File: src/rtl/besd_pkg.sv
// Package for the block energy silence detector.
// Field widths, configuration indexes, reset values, the detector state type and the
// result beat type. No dependencies.
package besd_pkg;

	localparam int ENERGY_W    = 31;
	localparam int HOLD_W      = 24;
	localparam int ELAPSED_W   = 25;
	localparam int CFG_INDEX_W = 2;
	localparam int CFG_DATA_W  = 31;

	// Configuration register indexes.
	localparam logic [CFG_INDEX_W-1:0] CFG_DETECT_ENABLE   = 2'd0;
	localparam logic [CFG_INDEX_W-1:0] CFG_QUIET_THRESHOLD = 2'd1;
	localparam logic [CFG_INDEX_W-1:0] CFG_HOLD_SAMPLES    = 2'd2;

	localparam logic [ENERGY_W-1:0]  QUIET_THRESHOLD_RST = 31'd107374;
	localparam logic [HOLD_W-1:0]    HOLD_SAMPLES_RST    = 24'd96000;
	localparam logic [ELAPSED_W-1:0] ELAPSED_MAX         = '1;

	// Full scale of a Q.30 mean-square value.
	localparam logic [ENERGY_W-1:0] ENERGY_MAX = 31'h4000_0000;

	typedef enum logic [1:0] {
		ST_LOUD,
		ST_QUIET,
		ST_SILENT
	} det_state_t;

	typedef struct packed {
		logic                block_end;
		logic [ENERGY_W-1:0] energy_level;
		logic                quiet_flag;
		logic                silence_confirmed;
		logic                silence_changed;
	} result_t;

endpackage

File: src/rtl/block_energy_silence_detector_top.sv
// Top level of the block energy silence detector.
// Depends on besd_pkg and besd_cdiv.
//
// Takes one signed audio sample per beat and returns one result beat per sample, one
// sample per clock when both sides keep up. Each sample is squared to Q.30 and summed
// over BLOCK_FRAMES samples; at each block end the block mean enters a WINDOW_DEPTH
// window whose average is the smoothed energy, and, with detection enabled, a silence
// state machine compares it to quiet_threshold and times the hangover in samples with a
// saturating counter. Each result passes through one input stage, the square-accumulate
// stage, two stages each for the two constant dividers (block mean and window average)
// and the window stage, then the detector stage into the output register. A skid
// register at the output keeps in_ready a registered signal. Write configuration only
// while no samples are in flight.
module block_energy_silence_detector_top
	import besd_pkg::*;
#(
	parameter int BLOCK_FRAMES = 128,
	parameter int WINDOW_DEPTH = 4,
	parameter int SAMPLE_BITS  = 16
) (
	input  logic                          clk,
	input  logic                          arst_n,
	input  logic                          cfg_wen,
	input  logic [CFG_INDEX_W-1:0]        cfg_index,
	input  logic [CFG_DATA_W-1:0]         cfg_wdata,
	input  logic                          in_valid,
	output logic                          in_ready,
	input  logic signed [SAMPLE_BITS-1:0] sample,
	output logic                          out_valid,
	input  logic                          out_ready,
	output logic                          block_end,
	output logic [ENERGY_W-1:0]           energy_level,
	output logic                          quiet_flag,
	output logic                          silence_confirmed,
	output logic                          silence_changed
);

	localparam int BLK_L   = $clog2(BLOCK_FRAMES);
	localparam int SUM_W   = ENERGY_W + BLK_L;
	localparam int POS_W   = (BLOCK_FRAMES > 1) ? BLK_L : 1;
	localparam int WIN_L   = $clog2(WINDOW_DEPTH);
	localparam int ACC_W   = ENERGY_W + WIN_L;
	localparam int SLOT_W  = (WINDOW_DEPTH > 1) ? WIN_L : 1;
	localparam int SQ_BITS = 2 * (SAMPLE_BITS - 1);
	localparam int SQ_UP   = (SQ_BITS < 30) ? (30 - SQ_BITS) : 0;
	localparam int SQ_DOWN = (SQ_BITS > 30) ? (SQ_BITS - 30) : 0;
	localparam int SQ_W    = 2 * SAMPLE_BITS + SQ_UP;

	// Configuration registers.
	logic                detect_enable_q;
	logic [ENERGY_W-1:0] quiet_threshold_q;
	logic [HOLD_W-1:0]   hold_samples_q;

	// Pipeline control.
	logic adv;
	logic v_s1, v_s2, v_s3, v_s4, v_s5, v_s6, v_s7;
	logic end_s2, end_s3, end_s4, end_s5, end_s6, end_s7;

	// Square and accumulate.
	logic signed [SAMPLE_BITS-1:0] sample_s1;
	logic [SAMPLE_BITS-1:0]        sample_raw;
	logic [SAMPLE_BITS-1:0]        mag;
	logic [2*SAMPLE_BITS-1:0]      sq_full;
	logic [SQ_W-1:0]               sq_wide;
	logic [ENERGY_W-1:0]           sq_q30;
	logic [SUM_W-1:0]              sum_q;
	logic [SUM_W-1:0]              sum_total;
	logic [SUM_W-1:0]              sum_s2;
	logic [POS_W-1:0]              pos_q;
	logic                          blk_last;

	// Window.
	logic [ENERGY_W-1:0] mean_s4;
	logic [ENERGY_W-1:0] win_q [WINDOW_DEPTH];
	logic [SLOT_W-1:0]   slot_q;
	logic [SLOT_W-1:0]   slot_next;
	logic [ENERGY_W-1:0] old_entry;
	logic [ACC_W-1:0]    acc_q;
	logic [ACC_W-1:0]    acc_next;
	logic [ACC_W-1:0]    acc_s5;

	// Detector.
	logic [ENERGY_W-1:0]  level_s7;
	logic [ENERGY_W-1:0]  level_q;
	logic [ENERGY_W-1:0]  level_next;
	logic [ELAPSED_W-1:0] elapsed_q;
	logic [ELAPSED_W-1:0] elapsed_inc;
	logic [ELAPSED_W-1:0] elapsed_d;
	det_state_t           state_q;
	det_state_t           state_d;
	logic                 run;
	logic                 below;
	logic                 held;
	logic                 produce;
	result_t              result_d;

	// Output register and skid.
	result_t out_q;
	result_t skid_q;
	logic    out_valid_q;
	logic    skid_valid_q;

	always_ff @(posedge clk or negedge arst_n) begin
		if (!arst_n) begin
			detect_enable_q   <= 1'b0;
			quiet_threshold_q <= QUIET_THRESHOLD_RST;
			hold_samples_q    <= HOLD_SAMPLES_RST;
		end else if (cfg_wen) begin
			case (cfg_index)
				CFG_DETECT_ENABLE:   detect_enable_q   <= cfg_wdata[0];
				CFG_QUIET_THRESHOLD: quiet_threshold_q <= cfg_wdata[ENERGY_W-1:0];
				CFG_HOLD_SAMPLES:    hold_samples_q    <= cfg_wdata[HOLD_W-1:0];
				default: ;
			endcase
		end
	end

	// The whole pipeline moves together; it stops only while the skid holds a beat.
	assign adv      = !skid_valid_q;
	assign in_ready = adv;

	always_ff @(posedge clk or negedge arst_n) begin
		if (!arst_n) begin
			v_s1   <= 1'b0;
			v_s2   <= 1'b0;
			v_s3   <= 1'b0;
			v_s4   <= 1'b0;
			v_s5   <= 1'b0;
			v_s6   <= 1'b0;
			v_s7   <= 1'b0;
			end_s2 <= 1'b0;
			end_s3 <= 1'b0;
			end_s4 <= 1'b0;
			end_s5 <= 1'b0;
			end_s6 <= 1'b0;
			end_s7 <= 1'b0;
		end else if (adv) begin
			v_s1   <= in_valid;
			v_s2   <= v_s1;
			v_s3   <= v_s2;
			v_s4   <= v_s3;
			v_s5   <= v_s4;
			v_s6   <= v_s5;
			v_s7   <= v_s6;
			end_s2 <= v_s1 & blk_last;
			end_s3 <= end_s2;
			end_s4 <= end_s3;
			end_s5 <= end_s4;
			end_s6 <= end_s5;
			end_s7 <= end_s6;
		end
	end

	always_ff @(posedge clk) begin
		if (adv) begin
			sample_s1 <= sample;
		end
	end

	// Magnitude of the most negative code wraps to the right unsigned value.
	assign sample_raw = sample_s1;
	assign mag        = sample_raw[SAMPLE_BITS-1] ? (~sample_raw + 1'b1) : sample_raw;
	assign sq_full    = (2*SAMPLE_BITS)'(mag) * (2*SAMPLE_BITS)'(mag);
	assign sq_wide    = SQ_W'(sq_full) << SQ_UP;
	assign sq_q30     = ENERGY_W'(sq_wide >> SQ_DOWN);
	assign sum_total  = sum_q + SUM_W'(sq_q30);
	assign blk_last   = (pos_q == POS_W'(BLOCK_FRAMES - 1));

	always_ff @(posedge clk or negedge arst_n) begin
		if (!arst_n) begin
			sum_q <= '0;
			pos_q <= '0;
		end else if (adv && v_s1) begin
			if (blk_last) begin
				sum_q <= '0;
				pos_q <= '0;
			end else begin
				sum_q <= sum_total;
				pos_q <= pos_q + 1'b1;
			end
		end
	end

	always_ff @(posedge clk) begin
		if (adv) begin
			sum_s2 <= sum_total;
		end
	end

	besd_cdiv #(
		.DIVIDEND_W (SUM_W),
		.DIVISOR    (BLOCK_FRAMES)
	) u_mean_div (
		.clk      (clk),
		.en       (adv),
		.dividend (sum_s2),
		.quotient (mean_s4)
	);

	// The window sum is kept running: drop the entry being replaced, add the new mean.
	assign old_entry = win_q[slot_q];
	assign acc_next  = acc_q - ACC_W'(old_entry) + ACC_W'(mean_s4);
	assign slot_next = (slot_q == SLOT_W'(WINDOW_DEPTH - 1)) ? '0 : slot_q + 1'b1;

	always_ff @(posedge clk or negedge arst_n) begin
		if (!arst_n) begin
			win_q  <= '{default: '0};
			slot_q <= '0;
			acc_q  <= '0;
		end else if (adv && v_s4 && end_s4) begin
			win_q[slot_q] <= mean_s4;
			slot_q        <= slot_next;
			acc_q         <= acc_next;
		end
	end

	always_ff @(posedge clk) begin
		if (adv) begin
			acc_s5 <= acc_next;
		end
	end

	besd_cdiv #(
		.DIVIDEND_W (ACC_W),
		.DIVISOR    (WINDOW_DEPTH)
	) u_level_div (
		.clk      (clk),
		.en       (adv),
		.dividend (acc_s5),
		.quotient (level_s7)
	);

	// The hangover counter includes the current sample and runs while detection is off.
	assign elapsed_inc = (elapsed_q == ELAPSED_MAX) ? elapsed_q : elapsed_q + 1'b1;
	assign level_next  = end_s7 ? level_s7 : level_q;
	assign run         = end_s7 & detect_enable_q;
	assign below       = (level_next < quiet_threshold_q);
	assign held        = (elapsed_inc >= ELAPSED_W'(hold_samples_q));

	always_comb begin
		state_d   = state_q;
		elapsed_d = elapsed_inc;
		if (run) begin
			case (state_q)
				ST_LOUD: begin
					if (below) begin
						state_d   = ST_QUIET;
						elapsed_d = '0;
					end
				end
				ST_QUIET: begin
					if (below) begin
						if (held) begin
							state_d = ST_SILENT;
						end
					end else if (!held) begin
						state_d   = ST_LOUD;
						elapsed_d = '0;
					end
				end
				ST_SILENT: begin
					if (!below) begin
						state_d = ST_LOUD;
						if (!held) begin
							elapsed_d = '0;
						end
					end
				end
				default: begin
					state_d = ST_QUIET;
				end
			endcase
		end
	end

	always_ff @(posedge clk or negedge arst_n) begin
		if (!arst_n) begin
			state_q   <= ST_QUIET;
			elapsed_q <= ELAPSED_MAX;
			level_q   <= '0;
		end else if (adv && v_s7) begin
			state_q   <= state_d;
			elapsed_q <= elapsed_d;
			level_q   <= level_next;
		end
	end

	assign produce = adv & v_s7;

	always_comb begin
		result_d.block_end         = end_s7;
		result_d.energy_level      = level_next;
		result_d.quiet_flag        = (state_d != ST_LOUD);
		result_d.silence_confirmed = (state_d == ST_SILENT);
		result_d.silence_changed   = ((state_q == ST_SILENT) != (state_d == ST_SILENT));
	end

	always_ff @(posedge clk or negedge arst_n) begin
		if (!arst_n) begin
			out_valid_q  <= 1'b0;
			skid_valid_q <= 1'b0;
		end else if (!out_valid_q || out_ready) begin
			out_valid_q  <= skid_valid_q | produce;
			skid_valid_q <= 1'b0;
		end else if (produce) begin
			skid_valid_q <= 1'b1;
		end
	end

	always_ff @(posedge clk) begin
		if (!out_valid_q || out_ready) begin
			if (skid_valid_q) begin
				out_q <= skid_q;
			end else if (produce) begin
				out_q <= result_d;
			end
		end else if (produce) begin
			skid_q <= result_d;
		end
	end

	assign out_valid         = out_valid_q;
	assign block_end         = out_q.block_end;
	assign energy_level      = out_q.energy_level;
	assign quiet_flag        = out_q.quiet_flag;
	assign silence_confirmed = out_q.silence_confirmed;
	assign silence_changed   = out_q.silence_changed;

endmodule

File: src/rtl/besd_cdiv.sv
// Pipelined division by a constant for the silence detector.
// Multiplies by a scaled reciprocal, split into four partial products; depends on besd_pkg.
module besd_cdiv
	import besd_pkg::*;
#(
	parameter int DIVIDEND_W = 38,
	parameter int DIVISOR    = 128
) (
	input  logic                  clk,
	input  logic                  en,
	input  logic [DIVIDEND_W-1:0] dividend,
	output logic [ENERGY_W-1:0]   quotient
);

	localparam int SHIFT_L = $clog2(DIVISOR);
	localparam int SHIFT   = DIVIDEND_W + SHIFT_L;
	localparam int MULT_W  = DIVIDEND_W + 2;
	localparam int HALF_W  = (MULT_W + 1) / 2;
	localparam int PROD_W  = 4 * HALF_W;

	// The ceiling reciprocal gives an exact floor quotient for any dividend below
	// 2**DIVIDEND_W.
	localparam logic [63:0] MULT_FULL =
		((64'd1 << SHIFT) + 64'(DIVISOR - 1)) / 64'(DIVISOR);
	localparam logic [2*HALF_W-1:0] MULT   = (2*HALF_W)'(MULT_FULL);
	localparam logic [HALF_W-1:0]   MULT_LO = MULT[HALF_W-1:0];
	localparam logic [HALF_W-1:0]   MULT_HI = MULT[2*HALF_W-1:HALF_W];

	logic [2*HALF_W-1:0] dividend_ext;
	logic [HALF_W-1:0]   div_lo;
	logic [HALF_W-1:0]   div_hi;
	logic [2*HALF_W-1:0] pp_ll_s1;
	logic [2*HALF_W-1:0] pp_lh_s1;
	logic [2*HALF_W-1:0] pp_hl_s1;
	logic [2*HALF_W-1:0] pp_hh_s1;
	logic [PROD_W-1:0]   product;
	logic [ENERGY_W-1:0] quotient_s2;

	assign dividend_ext = (2*HALF_W)'(dividend);
	assign div_lo       = dividend_ext[HALF_W-1:0];
	assign div_hi       = dividend_ext[2*HALF_W-1:HALF_W];

	always_ff @(posedge clk) begin
		if (en) begin
			pp_ll_s1 <= (2*HALF_W)'(div_lo) * (2*HALF_W)'(MULT_LO);
			pp_lh_s1 <= (2*HALF_W)'(div_lo) * (2*HALF_W)'(MULT_HI);
			pp_hl_s1 <= (2*HALF_W)'(div_hi) * (2*HALF_W)'(MULT_LO);
			pp_hh_s1 <= (2*HALF_W)'(div_hi) * (2*HALF_W)'(MULT_HI);
		end
	end

	assign product = (PROD_W'(pp_hh_s1) << (2*HALF_W))
		+ (PROD_W'(pp_lh_s1) << HALF_W)
		+ (PROD_W'(pp_hl_s1) << HALF_W)
		+ PROD_W'(pp_ll_s1);

	always_ff @(posedge clk) begin
		if (en) begin
			quotient_s2 <= ENERGY_W'(product >> SHIFT);
		end
	end

	assign quotient = quotient_s2;

endmodule

File: config.mk
export PLATFORM = sky130hd
export DESIGN_NAME = block_energy_silence_detector_top
export DESIGN_NICKNAME = d
export VERILOG_FILES = /design/src/rtl/besd_pkg.sv /design/src/rtl/block_energy_silence_detector_top.sv /design/src/rtl/besd_cdiv.sv
export SDC_FILE = /design/constraint.sdc
export NUM_CORES = 1
export LEC_CHECK = 0
export ABC_AREA = 1
export BUFFER_PORTS_ARGS = -buffer_cell sky130_fd_sc_hd__buf_2
export CAP_MARGIN = 0
export CORE_UTILIZATION = 35
export CTS_BUF_LIST = sky130_fd_sc_hd__clkbuf_2
export DETAILED_ROUTE_END_ITERATION = 12
export SYNTH_ARGS = -nofsm -noshare
export SYNTH_HDL_FRONTEND = slang
export SYNTH_SLANG_ARGS = --single-unit
File: constraint.sdc
create_clock -name clk -period 7.6 [get_ports clk]
set_input_delay 0.38 -clock clk [delete_from_list [all_inputs] [get_ports clk]]
set_output_delay 0.38 -clock clk [all_outputs]
set_load 0.01 [all_outputs]
# [Word-level counts from Yosys, hierarchy flattened]
# Cells that the tools add are included.
[word_totals] output_inout_bits=37 regBits=623 in_bits=54 ramBits=0 mem_count=0 mem_bits_ro=0 latchBits=0 wordCells=125
[op_classes] bitwise=7 multipliers=1 muxes=28 div_mod_pow=0 n_addsub=9 n_eq_ne=9 reduce_logical=19 order_cmp=4 shift=0
[op_table] operator="$mux 25" count=5
[op_table] operator="$bwmux 124" count=1
[op_table] operator="$mux 31" count=4
[op_table] operator="$add 76x58->76" count=1
[op_table] operator="$mux 35" count=2
[op_table] operator="$add 66x51->66" count=1
[op_table] operator="$bmux 31 s2" count=1
[op_table] operator="$demux 31 s2" count=1
[op_table] operator="$pmux 25 s2" count=1
[op_table] operator="$add 38x31->38" count=1
[op_table] operator="$mux 38" count=1
[op_table] operator="$add 33x31->33" count=1
[op_table] operator="$sub 33x31->33" count=1
[op_table] operator="$lt 31x31->1" count=1
[op_table] operator="$mul 16x16->31" count=1
[op_table] operator="$add 25x1->25 const B" count=1
[op_table] operator="$eq 25x25->1 const B" count=1
[op_table] operator="$ge 25x24->1" count=1
[op_table] operator="$add 16x1->16 const B" count=1
[op_table] operator="$mux 16" count=1
[op_table] operator="$not 16->16" count=1
[op_table] operator="$mux 2" count=7
[op_table] operator="$reduce_and 2->1" count=5
[op_table] operator="$eq 2x2->1 const B" count=4
[op_table] operator="20 further kinds" count=32

# [Depth between registers and ports, before layout]
# Gate-level depths: netlist of run 1.
[logic_depth] ltp_word=11 mapped_depth=47 ltp_nobuf=47

# [Cells and area by module]
# From an unflattened synthesis of run 1, not the netlist that was laid out.
[hier_totals] cells_unflattened=3924 area_unflattened_um2=36824.1
[modules_own_cells] mod="block_energy_silence_detector_top" seq_area_each_um2=13101.3 area_each_um2=33100.5 cells_per_inst=3800 n_inst=1
[modules_own_cells] mod="besd_cdiv" seq_area_each_um2=1861.8 area_each_um2=1861.8 cells_per_inst=62 n_inst=2

# [Least setup slack after synthesis of run 1]
# No wires, ideal clock.
[synth_path] kind="reg-to-reg" startpoint="register sample_s1[0], in the netlist sample_raw[0]" endpoint="register sum_q[36]" path_stages_with_launch=43 path_buffers=2 slack_ps=-823 t_arrival_ps=8340 setup_ps=83 required_ps=7517 path_cell_list="edfxtp_1 > clkinv_1 > clkbuf_1 > ha_1 > nand2_1 > nor2_1 > nand2_1 > nand2_1 > xor2_1 > inv_1 > buf_2 > nor2_1 > inv_1 > fa_1 > inv_1 > fa_1 > fa_1 > fa_1 > [7 not listed] > nand4_1 > nand3_1 > nand3_1 > nand2_1 > a31oi_1 > xnor2_1 > ha_1 > a21o_1 > a21oi_1 > o21ai_0 > a21oi_1 > nand2_1 > a21oi_1 > inv_1 > nand2_1 > xor2_1 > nand2_1 > o21ai_0"
[synth_via] elab_chain_cells=6
[synth_lines] item="start, declared" line="block_energy_silence_detector_top.sv:60" source="logic signed [SAMPLE_BITS-1:0] sample_s1;"
[synth_lines] item="start signal, assigned" line="block_energy_silence_detector_top.sv:156" source="sample_s1 <= sample;"
[synth_lines] item="$not 16->16" line="block_energy_silence_detector_top.sv:162" source="assign mag = sample_raw[SAMPLE_BITS-1] ? (~sample_raw + 1'b1) : sample_raw;"
[synth_lines] item="$add 16x1->16" line="block_energy_silence_detector_top.sv:162"
[synth_lines] item="$mux 16 (*)" line="block_energy_silence_detector_top.sv:162"
[synth_lines] item="$mul 16x16->31 (*)" line="block_energy_silence_detector_top.sv:163" source="assign sq_full = (2*SAMPLE_BITS)'(mag) * (2*SAMPLE_BITS)'(mag);"
[synth_lines] item="$add 38x31->38 (*)" line="block_energy_silence_detector_top.sv:166" source="assign sum_total = sum_q + SUM_W'(sq_q30);"
[synth_lines] item="named net sum_total[36]" line="block_energy_silence_detector_top.sv:67" source="logic [SUM_W-1:0] sum_total;"
[synth_lines] item="$mux 38 (*)" line="block_energy_silence_detector_top.sv:174" source="if (blk_last) begin"
[synth_lines] item="end signal, assigned" line="block_energy_silence_detector_top.sv:178" source="sum_q <= sum_total;"
[synth_lines] item="end, declared" line="block_energy_silence_detector_top.sv:66" source="logic [SUM_W-1:0] sum_q;"
# The timed path passes the listed nets; every way through them passes the cells marked *.
# A chain may end at the register's enable or synchronous reset.

# [Worst setup path in the final report of run 1]
[layout_path] startpoint="register sample_s1[2], in the netlist sample_raw[2]" endpoint="register sum_s2[36] (data pin)"
[layout_via] elab_chain_cells=5
[layout_lines] item="$not 16->16" line="block_energy_silence_detector_top.sv:162"
[layout_lines] item="$add 16x1->16" line="block_energy_silence_detector_top.sv:162"
[layout_lines] item="$mux 16 (*)" line="block_energy_silence_detector_top.sv:162"
[layout_lines] item="$mul 16x16->31 (*)" line="block_energy_silence_detector_top.sv:163"
[layout_lines] item="$add 38x31->38 (*)" line="block_energy_silence_detector_top.sv:166"
[layout_lines] item="named net sum_total[36]" line="block_energy_silence_detector_top.sv:67"
[layout_lines] item="end signal, assigned" line="block_energy_silence_detector_top.sv:186" source="sum_s2 <= sum_total;"
[layout_lines] item="end, declared" line="block_energy_silence_detector_top.sv:68" source="logic [SUM_W-1:0] sum_s2;"
# Marked as above.

==> impl_metrics.json, run 1 <==
{
  "status": "finished, violations left",
  "failed_checks": "setup timing",
  "ys_seq_area_frac": 0.458,
  "drc": 0,
  "fmax_ghz": 0.123,
  "drt_pass1_iterations": 5,
  "vias": 27800,
  "numClockSinks": 605,
  "drt-vias-per-instance": 4.63,
  "slew_violations": 0,
  "insertion_delay_ps": 1420,
  "wire_per_inst_um": 14.7,
  "min_period_over_period": 1.07,
  "syn-cell-area_sq_um": 36100,
  "grt_max_degree": 155,
  "cts.path.max_buffers": 3,
  "cts_buffers": 158,
  "antenna_found_initial": 5,
  "period_needed_ps": 8120,
  "max_stage_delay_ps": 560,
  "synthArstFlopShare": 0.550,
  "synthCells": 3906,
  "post-place-ws_ps": -765,
  "die_x_um": 323,
  "maxCapViolCount": 0,
  "place.gp.congestion": 0.864,
  "start_util": 0.354,
  "r2r_cells": 41,
  "drive_gt1_frac": 0.218,
  "cp_slowest_cell": "fa_1",
  "finalHoldViolations": 0,
  "root_buffer": "clkbuf_2",
  "mostFrequentLayoutCells": "nand2_1 (767), inv_1 (647), o21ai_0 (413), buf_4 (291), dfrtp_1 (287)",
  "ys.flop_type": "dfrtp_1",
  "antenna_left": 0,
  "path_clk_slew_ps": 110,
  "ys_types": 54,
  "critPathArrivalTime_ps": 9230,
  "grt_remaining_overflow": 0,
  "regToRegSetupSlack_ps": -520,
  "use_met3": 0.0297,
  "syn_to_final_growth_pct": 24.3,
  "die-area_sq_um": 105000,
  "start_kind": "register",
  "fp-row-count": 117,
  "core_area_sq_um": 102000,
  "grt_usage": 0.173,
  "required_ps": 8710,
  "use_met2": 0.286,
  "synth_edf_count": 272,
  "drt_iter0_markers": 1616,
  "synth_seq_cells": 605,
  "numPortBuffers": 90,
  "setup_violations": 43,
  "worst_pin_slew_ps": 1220,
  "fp.dieH_um": 323,
  "hold_class": "in -> async",
  "yosys_warnings": 0,
  "worstSetupPathType": "reg -> reg",
  "rsz0062_at_grt": "yes",
  "synth_area_per_cell_sq_um": 9.25,
  "use_met1": 0.224,
  "finalWirelength_mm": 88.7,
  "boundaryPins": 91,
  "r2r-start": "sample_raw[2]",
  "cts_tree": "done",
  "holdWs_ps": 179,
  "grt_pass1_vias": 28400,
  "crit_fanout": 5,
  "reg2reg_to": "sum_s2[36]",
  "end_kind": "register",
  "skew_ps": 177,
  "relSlewSlack": 0.185,
  "htreeDepth": 4,
  "layout.nets": 4973,
  "hpwl_mm": 61.3,
  "fin_ws_ps": -520,
  "layout_commonest_cell": "nand2_1",
  "grt_pass1_wl_mm": 145,
  "busiest_layer": "met2",
  "cp_common_cell": "nand2_2"
}
## final cells by class
cell class / count / area (sq um)
clock buffers: 238 / 1190
clock inverters: 56 / 368
fillers: 9845 / 57100
repair buffers: 534 / 4250
flip-flops and latches: 605 / 16600
diodes: 11 / 27.5
well taps: 1368 / 1710
inverters: 694 / 2640
multi-input cells: 2507 / 18200
## routing by layer
metal  up-vias  wire [um]
met5         -          0
met4         0       2240
met3       158       3890
met2       595      42400
met1     13300      40100
li1      13800          -
## how the worst max path moves through the flow
| stage | end | from | slack [ps] | depth (start not counted) |
|---|---|---|---|---|
| 2_1_floorplan | sum_s2[34] | sample_raw[2] | -100 | 37 |
| 3_3_place_gp | sum_q[24] | sample_raw[2] | -720 | 37 |
| 3_5_place_dp | sum_q[24] | sample_raw[2] | -770 | 35 |
| 4_1_cts | sum_q[36] | sample_raw[3] | -460 | 41 |
| 5_1_grt | sum_q[36] | sample_raw[2] | -1000 | 42 |
| 6_report | sum_s2[36] | sample_raw[2] | -520 | 41 |
## cell usage after synthesis (3+ instances only)
cell type	instances	area share
o21a_1	7	0.0015
a221oi_1	4	0.00097
and2_1	6	0.0010
xor2_1	76	0.018
nand2_2	4	0.00069
nor2_1	290	0.030
o21ai_0	438	0.061
a31oi_1	11	0.0019
a21o_1	10	0.0021
o21ai_2	3	0.00073
dfrtp_1	290	0.20
fa_1	196	0.11
dfstp_2	43	0.031
o31ai_1	3	0.00062
a22o_1	16	0.0039
a21oi_1	149	0.021
nand4_1	14	0.0024
clkbuf_1	96	0.010
ha_1	223	0.077
edfxtp_1	272	0.23
nand3b_1	8	0.0017
o22ai_1	36	0.0062
nor4_1	13	0.0023
o21ai_1	18	0.0025
inv_1	682	0.071
nor3_1	17	0.0024
o21bai_1	5	0.0010
clkinv_1	9	0.00093
or2_2	3	0.00052
xnor2_1	44	0.011
nand2_1	821	0.085
a21boi_0	3	0.00062
nor2_2	4	0.00069
buf_1	9	0.00093
buf_2	3	0.00042
nand3_1	53	0.0073
## critical path, delay by kind of cell, from the launching register on
family | cells | cell delay, ps
buffers and inverters | 6 | 610
and+or+nand+nor | 18 | 2360
xor gates and xnor gates | 2 | 220
DFF | 1 | 430
AOI/OAI and AO/OA | 7 | 1010
adders and majority gates | 8 | 3260
## kinds of logic after synthesis
kind of cell | after synthesis | synth area share
AOI/OAI and AO/OA | 717 | 0.107
and+or+nand+nor | 1240 | 0.136
buffers and inverters | 803 | 0.0838
DFF | 605 | 0.458
other | 2 | 0.000208
adders and majority gates | 419 | 0.186
xor gates and xnor gates | 120 | 0.0291
## registers in the layout, indices dropped and copies added, names as in the netlist, 7 cells and up
| name | cells |
|---|---|
| u_mean_div.pp_lh_s1 | 13 |
| pos_q | 7 |
| hold_samples_q | 24 |
| u_mean_div.quotient | 31 |
| energy_level | 31 |
| acc_q | 33 |
| skid_q | 35 |
| acc_s5 | 31 |
| quiet_threshold_q | 31 |
| sum_s2 | 31 |
| win_q | 124 |
| elapsed_q | 25 |
| u_mean_div.pp_hh_s1 | 18 |
| sum_q | 38 |
| level_q | 31 |
| u_level_div.pp_hh_s1 | 15 |
| sample_raw | 16 |
| u_level_div.pp_lh_s1 | 16 |
| u_level_div.quotient | 31 |
## what timing repair did
item                                   in CTS  in global routing
setup buffers                              16                 31
gates cloned                                0                  0
gates resized for setup                   111                191
hold buffers                              130                  0
pin swaps                                  63                126
endpoints found under the hold margin     403                  0
setup endpoints to repair                  47                 56
## stage by stage
stage	util	setup TNS (ps)	area, sq um	std cells
floorplan	-	-350	36600	3915
detailed placement	0.396	-22710	40400	5533
global placement	0.396	-18810	40400	5533
global route	0.440	-32290	44900	6013
CTS	0.430	-10450	43900	5973
finish	0.440	-14290	44900	6013
Power of run 1 is not shown: default switching activity piles up to over one toggle a cycle in this logic, so the estimate is an artifact.
==> inputs of run 2 (changes only) <==
Settings changed: BUFFER_PORTS_ARGS -buffer_cell sky130_fd_sc_hd__buf_2 to unset, DONT_BUFFER_PORTS set to 1.
==> run 2 against run 1 <==
The run still ends with setup timing left. Via count fell by 0.76%. Critical endpoint is now sum_q[32]. Design area fell by 0.36%. Register-to-register slack better by 40 ps. Final cell count is 1.4% lower. Flip-flop and latch count unchanged. Clock skew fell by 38 ps. Worst setup slack better by 38 ps. First-iteration DRC count grew 8.6%. Global-route usage decreased by 0.20 points. Routed wire length shrank 0.70%.
==> impl_metrics.json, run 2 (synthesis results as in run 1) <==
{
  "status": "finished, violations left",
  "failed_checks": "setup timing",
  "drt_pass1_iterations": 5,
  "worst_pin_slew_ps": 937,
  "start_util": 0.354,
  "grt_pass1_wl_mm": 143,
  "max_stage_delay_ps": 540,
  "regToRegSetupSlack_ps": -480,
  "layout_commonest_cell": "nand2_1",
  "antenna_found_initial": 2,
  "numClockSinks": 605,
  "relSlewSlack": 0.375,
  "path_clk_slew_ps": 110,
  "cts.path.max_buffers": 3,
  "setup_violations": 39,
  "vias": 27600,
  "path_buf_inv": 13,
  "multi_input_area_sq_um": 18300,
  "cts_buffers": 160,
  "r2r_cells": 41,
  "grt_remaining_overflow": 0,
  "boundaryPins": 91,
  "grt_pass1_vias": 27800,
  "skew_ps": 139,
  "syn_to_final_growth_pct": 23.8,
  "largest_reg_flops": 124,
  "fillers": 9797,
  "cts_tree": "done",
  "layout.nets": 4897,
  "cp_common_cell": "fa_1",
  "min_period_over_period": 1.06,
  "fin_ws_ps": -482,
  "fmax_ghz": 0.124,
  "numPortBuffers": 0,
  "crit_fanout": 5,
  "critPathArrivalTime_ps": 9310,
  "mostFrequentLayoutCells": "nand2_1 (769), inv_1 (654), o21ai_0 (408), buf_4 (296), dfrtp_1 (287)",
  "root_buffer": "clkbuf_2",
  "hpwl_mm": 60.5,
  "holdWs_ps": 195,
  "crit_start": "sample_raw[3]",
  "fp-row-count": 117,
  "htreeDepth": 4,
  "rsz0062_at_grt": "yes",
  "end_kind": "register",
  "largestRegisters": "win_q: 124 flops, sum_q: 38 flops, skid_q: 35 flops",
  "drt_iter0_markers": 1755,
  "place.gp.congestion": 0.873,
  "finalWirelength_mm": 88.1,
  "insertion_delay_ps": 1420,
  "fp.dieH_um": 323,
  "die-area_sq_um": 105000,
  "slew_violations": 0,
  "worstSetupPathType": "reg -> reg",
  "finalHoldViolations": 0,
  "reg2reg_to": "sum_q[32]",
  "period_needed_ps": 8080,
  "post-route-util": 0.439,
  "maxCapViolCount": 0,
  "grt_usage": 0.171,
  "core_area_sq_um": 102000,
  "required_ps": 8820,
  "critPathTopFamily": "adder cells",
  "endpoint": "sum_q[32]",
  "drc": 0,
  "drt-vias-per-instance": 4.66,
  "hold_class": "in -> async",
  "antenna_left": 0,
  "r2r-start": "sample_raw[3]",
  "crit_cells": 41,
  "start_kind": "register",
  "die_x_um": 323,
  "ff_latch_area_sq_um": 16600,
  "drive_gt1_frac": 0.204,
  "wire_per_inst_um": 14.8,
  "cp_slowest_cell": "fa_1",
  "largest_register": "win_q",
  "grt_max_degree": 294
}
## run 2: cell count changes in the layout (fill, tap and decap cells not counted), moves of 6 or more
cell      before  now
buf_2         89    0
clkinv_1      39   47
diode_2       11    5
inv_1        647  654
nand2_4       18   12
o21ai_1       29   35
## run 2: area by class of cell
type                            instances  area share
Tap cell                             1368      0.0382
Inverter                              694      0.0587
Clock inverter                         62     0.00917
Sequential cell                       605       0.370
Clock buffer                          234      0.0262
Timing Repair Buffer                  456      0.0886
Antenna cell                            5    0.000280
Multi-Input combinational cell       2507       0.409
## run 2: worst min-delay path by stage
stage | end | slack [ps] | cells after the start
6_report | acc_q[31] | 190 | 3
5_1_grt | sample_raw[8] | 80 | 2
4_1_cts | energy_level[16] | 20 | 4
3_5_place_dp | quiet_threshold_q[27] | 130 | 0
3_3_place_gp | quiet_threshold_q[28] | 120 | 0
2_1_floorplan | acc_q[0] | 80 | 0
## run 2: per-layer routing
metal | global-route usage | up-vias | share of wire
met5 | 0 | - | 0
met4 | 0.0585 | 0 | 0.020
met3 | 0.0291 | 123 | 0.042
met2 | 0.285 | 558 | 0.48
met1 | 0.224 | 13300 | 0.46
li1 | - | 13700 | -
## run 2: timing repair
item | in CTS | in global routing
endpoints found under the setup margin | 48 | 54
gates resized for setup | 96 | 209
buffers inserted | 15 | 31
pin swaps | 83 | 70
hold buffers | 130 | 0
endpoints found under the hold margin | 478 | 0
## run 2: per-stage QoR
step,area (sq um),setup WS [ps],std cells,TNS (ps)
floorplan,36600,-101,3915,-350
global placement,40000,-552,5455,-16040
detailed placement,40000,-639,5455,-19050
CTS,43500,-374,5896,-10050
global route,44700,-936,5930,-30150
finish,44800,-482,5931,-11960
## run 2: tightest hold or removal path: cells and delay by family
kind,cells,cell delay [ps]
buf+inv,3,1570
Power of run 2 is left out for the same reason.
==> inputs of run 3 (changes only) <==
Settings changed: ABC_AREA 1 to unset, GPL_TIMING_DRIVEN set to 0.
==> run 3 against run 2 <==
The flow still finishes with violations (setup timing). Non-clock buffer count is 89 lower. Register-to-register slack worse by 980 ps. Design area is 4.0% lower. Via count is 12% lower. Synthesized cell count is 20% lower. Final cell count is 16% lower. Sequential share of layout area is 1.6 points higher. Critical path depth is 6 lower. Global-route usage is 0.60 points lower. Highest routed layer unchanged.
==> impl_metrics.json, run 3 <==
{
  "crit_start": "sample_raw[3]",
  "setup_violations": 45,
  "worst_pin_slew_ps": 1160,
  "yosys_warnings": 0,
  "wl_met3_mm": 3.45,
  "skew_ps": 116,
  "drt_pass1_iterations": 5,
  "synthCells": 3144,
  "grt_remaining_overflow": 0,
  "fp.dieH_um": 320,
  "drt_iter0_markers": 1435,
  "fin_ws_ps": -1460,
  "place.gp.congestion": 0.842,
  "wl_met1_mm": 35.3,
  "fp-row-count": 116,
  "fmax_ghz": 0.110,
  "syn_to_final_growth_pct": 21.3,
  "largestRegisters": "win_q: 124 flops, sum_q: 38 flops, skid_q: 35 flops",
  "rsz0062_at_grt": "yes",
  "crit_fanout": 10,
  "synth_top_cell_area_share": 0.231,
  "min_period_over_period": 1.19,
  "antenna_found_initial": 1,
  "finalWirelength_mm": 83.1,
  "antenna_left": 0,
  "ys_types": 86,
  "period_needed_ps": 9060,
  "grt_max_degree": 302,
  "cp_common_cell": "fa_1",
  "maxCapViolCount": 0,
  "grt_usage": 0.165,
  "failed_checks": "setup timing",
  "wire_per_inst_um": 16.6,
  "yosysTopAreaCell": "edfxtp_1",
  "drc": 0,
  "htreeDepth": 4,
  "synth_edf_count": 272,
  "critPathArrivalTime_ps": 10080,
  "numPortBuffers": 0,
  "required_ps": 8620,
  "cts.path.max_buffers": 3,
  "finalHoldViolations": 0,
  "drive_gt1_frac": 0.232,
  "largest_register": "win_q",
  "hp-start": "sample[10]",
  "fillers": 9446,
  "core_area_sq_um": 100000,
  "end_kind": "register",
  "vias": 24400,
  "numClockSinks": 605,
  "die_x_um": 320,
  "post-place-ws_ps": -2820,
  "grt_pass1_wl_mm": 135,
  "start_util": 0.354,
  "synth_area_per_cell_sq_um": 11.3,
  "status": "finished, violations left",
  "top_layer": "met4",
  "grt_pass1_vias": 25800,
  "layout_commonest_cell": "inv_1",
  "met2RoutedLength_mm": 41.8,
  "mostFrequentLayoutCells": "inv_1 (415), nand2_1 (404), dfrtp_1 (290), edfxtp_1 (272), clkbuf_2 (239)",
  "synthArstFlopShare": 0.550,
  "boundaryPins": 91,
  "start_kind": "register",
  "synth_most_common_cell": "inv_1",
  "max_stage_delay_ps": 550,
  "syn-cell-area_sq_um": 35400,
  "cts_tree": "done",
  "hold_class": "in -> reg",
  "synth_common_cells": "inv_1 (435), nand2_1 (424), dfrtp_1 (290)",
  "drt-vias-per-instance": 4.87,
  "die-area_sq_um": 102000,
  "ys_seq_area_frac": 0.468,
  "r2r-start": "sample_raw[3]",
  "insertion_delay_ps": 1360,
  "largest_reg_flops": 124,
  "relSlewSlack": 0.230,
  "cp_slowest_cell": "fa_2",
  "cts_buffers": 155,
  "path_clk_slew_ps": 100,
  "ys.flop_type": "dfrtp_1",
  "synth_area_leaders": "edfxtp_1 (23%), dfrtp_1 (20%), fa_1 (11%)",
  "synth_seq_cells": 605,
  "slew_violations": 0,
  "hpwl_mm": 58.4,
  "worstSetupPathType": "reg -> reg",
  "root_buffer": "clkbuf_2",
  "layout.nets": 4054
}
run 3: changes by cell type in the layout (fill, tap and decap cells not counted), sizes merged, moves of 73 or more:
cell,before,now
buf,329,148
clkbuf,234,307
inv,691,442
mux2,0,136
nand2,825,424
nor2,294,130
o21ai,460,213
run 3: timing repair:
item / in CTS / in global routing
setup buffers: 104 / 15
endpoints found under the hold margin: 478 / 1
setup endpoints to repair: 60 / 54
hold buffers: 151 / 1
resized for setup: 217 / 56
pin swaps: 129 / 36
run 3: path summary, 6_finish.rpt:
kind	end	slack [ps]	cells past startpoint
worst max-delay path	sum_s2[33]	-1460	35
worst min-delay path	sample_raw[10]	250	2
worst max register to register	sum_s2[33]	-1460	35
worst min register to register	u_mean_div.pp_lh_s1[27]	390	0
max in group asynchronous	win_q[122]	5350	6
min in group asynchronous	state_q[1]	650	4
run 3: area by class of cell:
| type | instances | area (sq um) | area share |
|---|---|---|---|
| buffer | 91 | 464 | 0.0108 |
| clock buffer | 238 | 1190 | 0.0277 |
| timing repair buffer | 276 | 2650 | 0.0618 |
| inverter | 442 | 1710 | 0.0398 |
| antenna | 1 | 2.50 | 0.0000583 |
| tap | 1298 | 1620 | 0.0378 |
| clock inverter | 49 | 384 | 0.00895 |
| multi-input combinational | 2010 | 18400 | 0.428 |
| sequential | 605 | 16600 | 0.386 |
run 3: worst max-delay path, delay by kind of cell, from the launching register on:
kind | cells | cell delay [ps]
AND/OR/NAND/NOR | 6 | 980
AO/OA/AOI/OAI | 11 | 2230
buffers and inverters | 7 | 950
adder cells (fa/ha/maj) | 8 | 3610
flip-flops | 1 | 410
XOR/XNOR | 3 | 610
run 3: kinds of logic after synthesis:
family / count (synthesis) / synth area share
AO/OA/AOI/OAI: 536 / 0.0960
XOR/XNOR: 137 / 0.0339
adder cells (fa/ha/maj): 419 / 0.190
buffers and inverters: 538 / 0.0575
flip-flops: 605 / 0.468
multiplexers: 168 / 0.0633
other: 2 / 0.000212
AND/OR/NAND/NOR: 739 / 0.0919
run 3: metrics by stage:
stage | util | cell area [sq um] | cells | setup TNS, ps | hold WS (ps)
detailed placement | 0.374 | 37500 | 4454 | -114820 | 102
global route | 0.429 | 42900 | 5010 | -65390 | 96.1
global placement | 0.374 | 37400 | 4451 | -525810 | 102
floorplan | - | 35800 | 3153 | -25700 | 84.4
finish | 0.429 | 42900 | 5010 | -47670 | 247
CTS | 0.424 | 42400 | 4992 | -41430 | 24.4
run 3: metal layers:
layer  vias to the layer above  track usage
met4                         0       0.0655
met2                       521        0.286
li1                      11600            -
met1                     12100        0.201
met3                       143       0.0315
met5                         -            0
Power of run 3 is left out for the same reason.
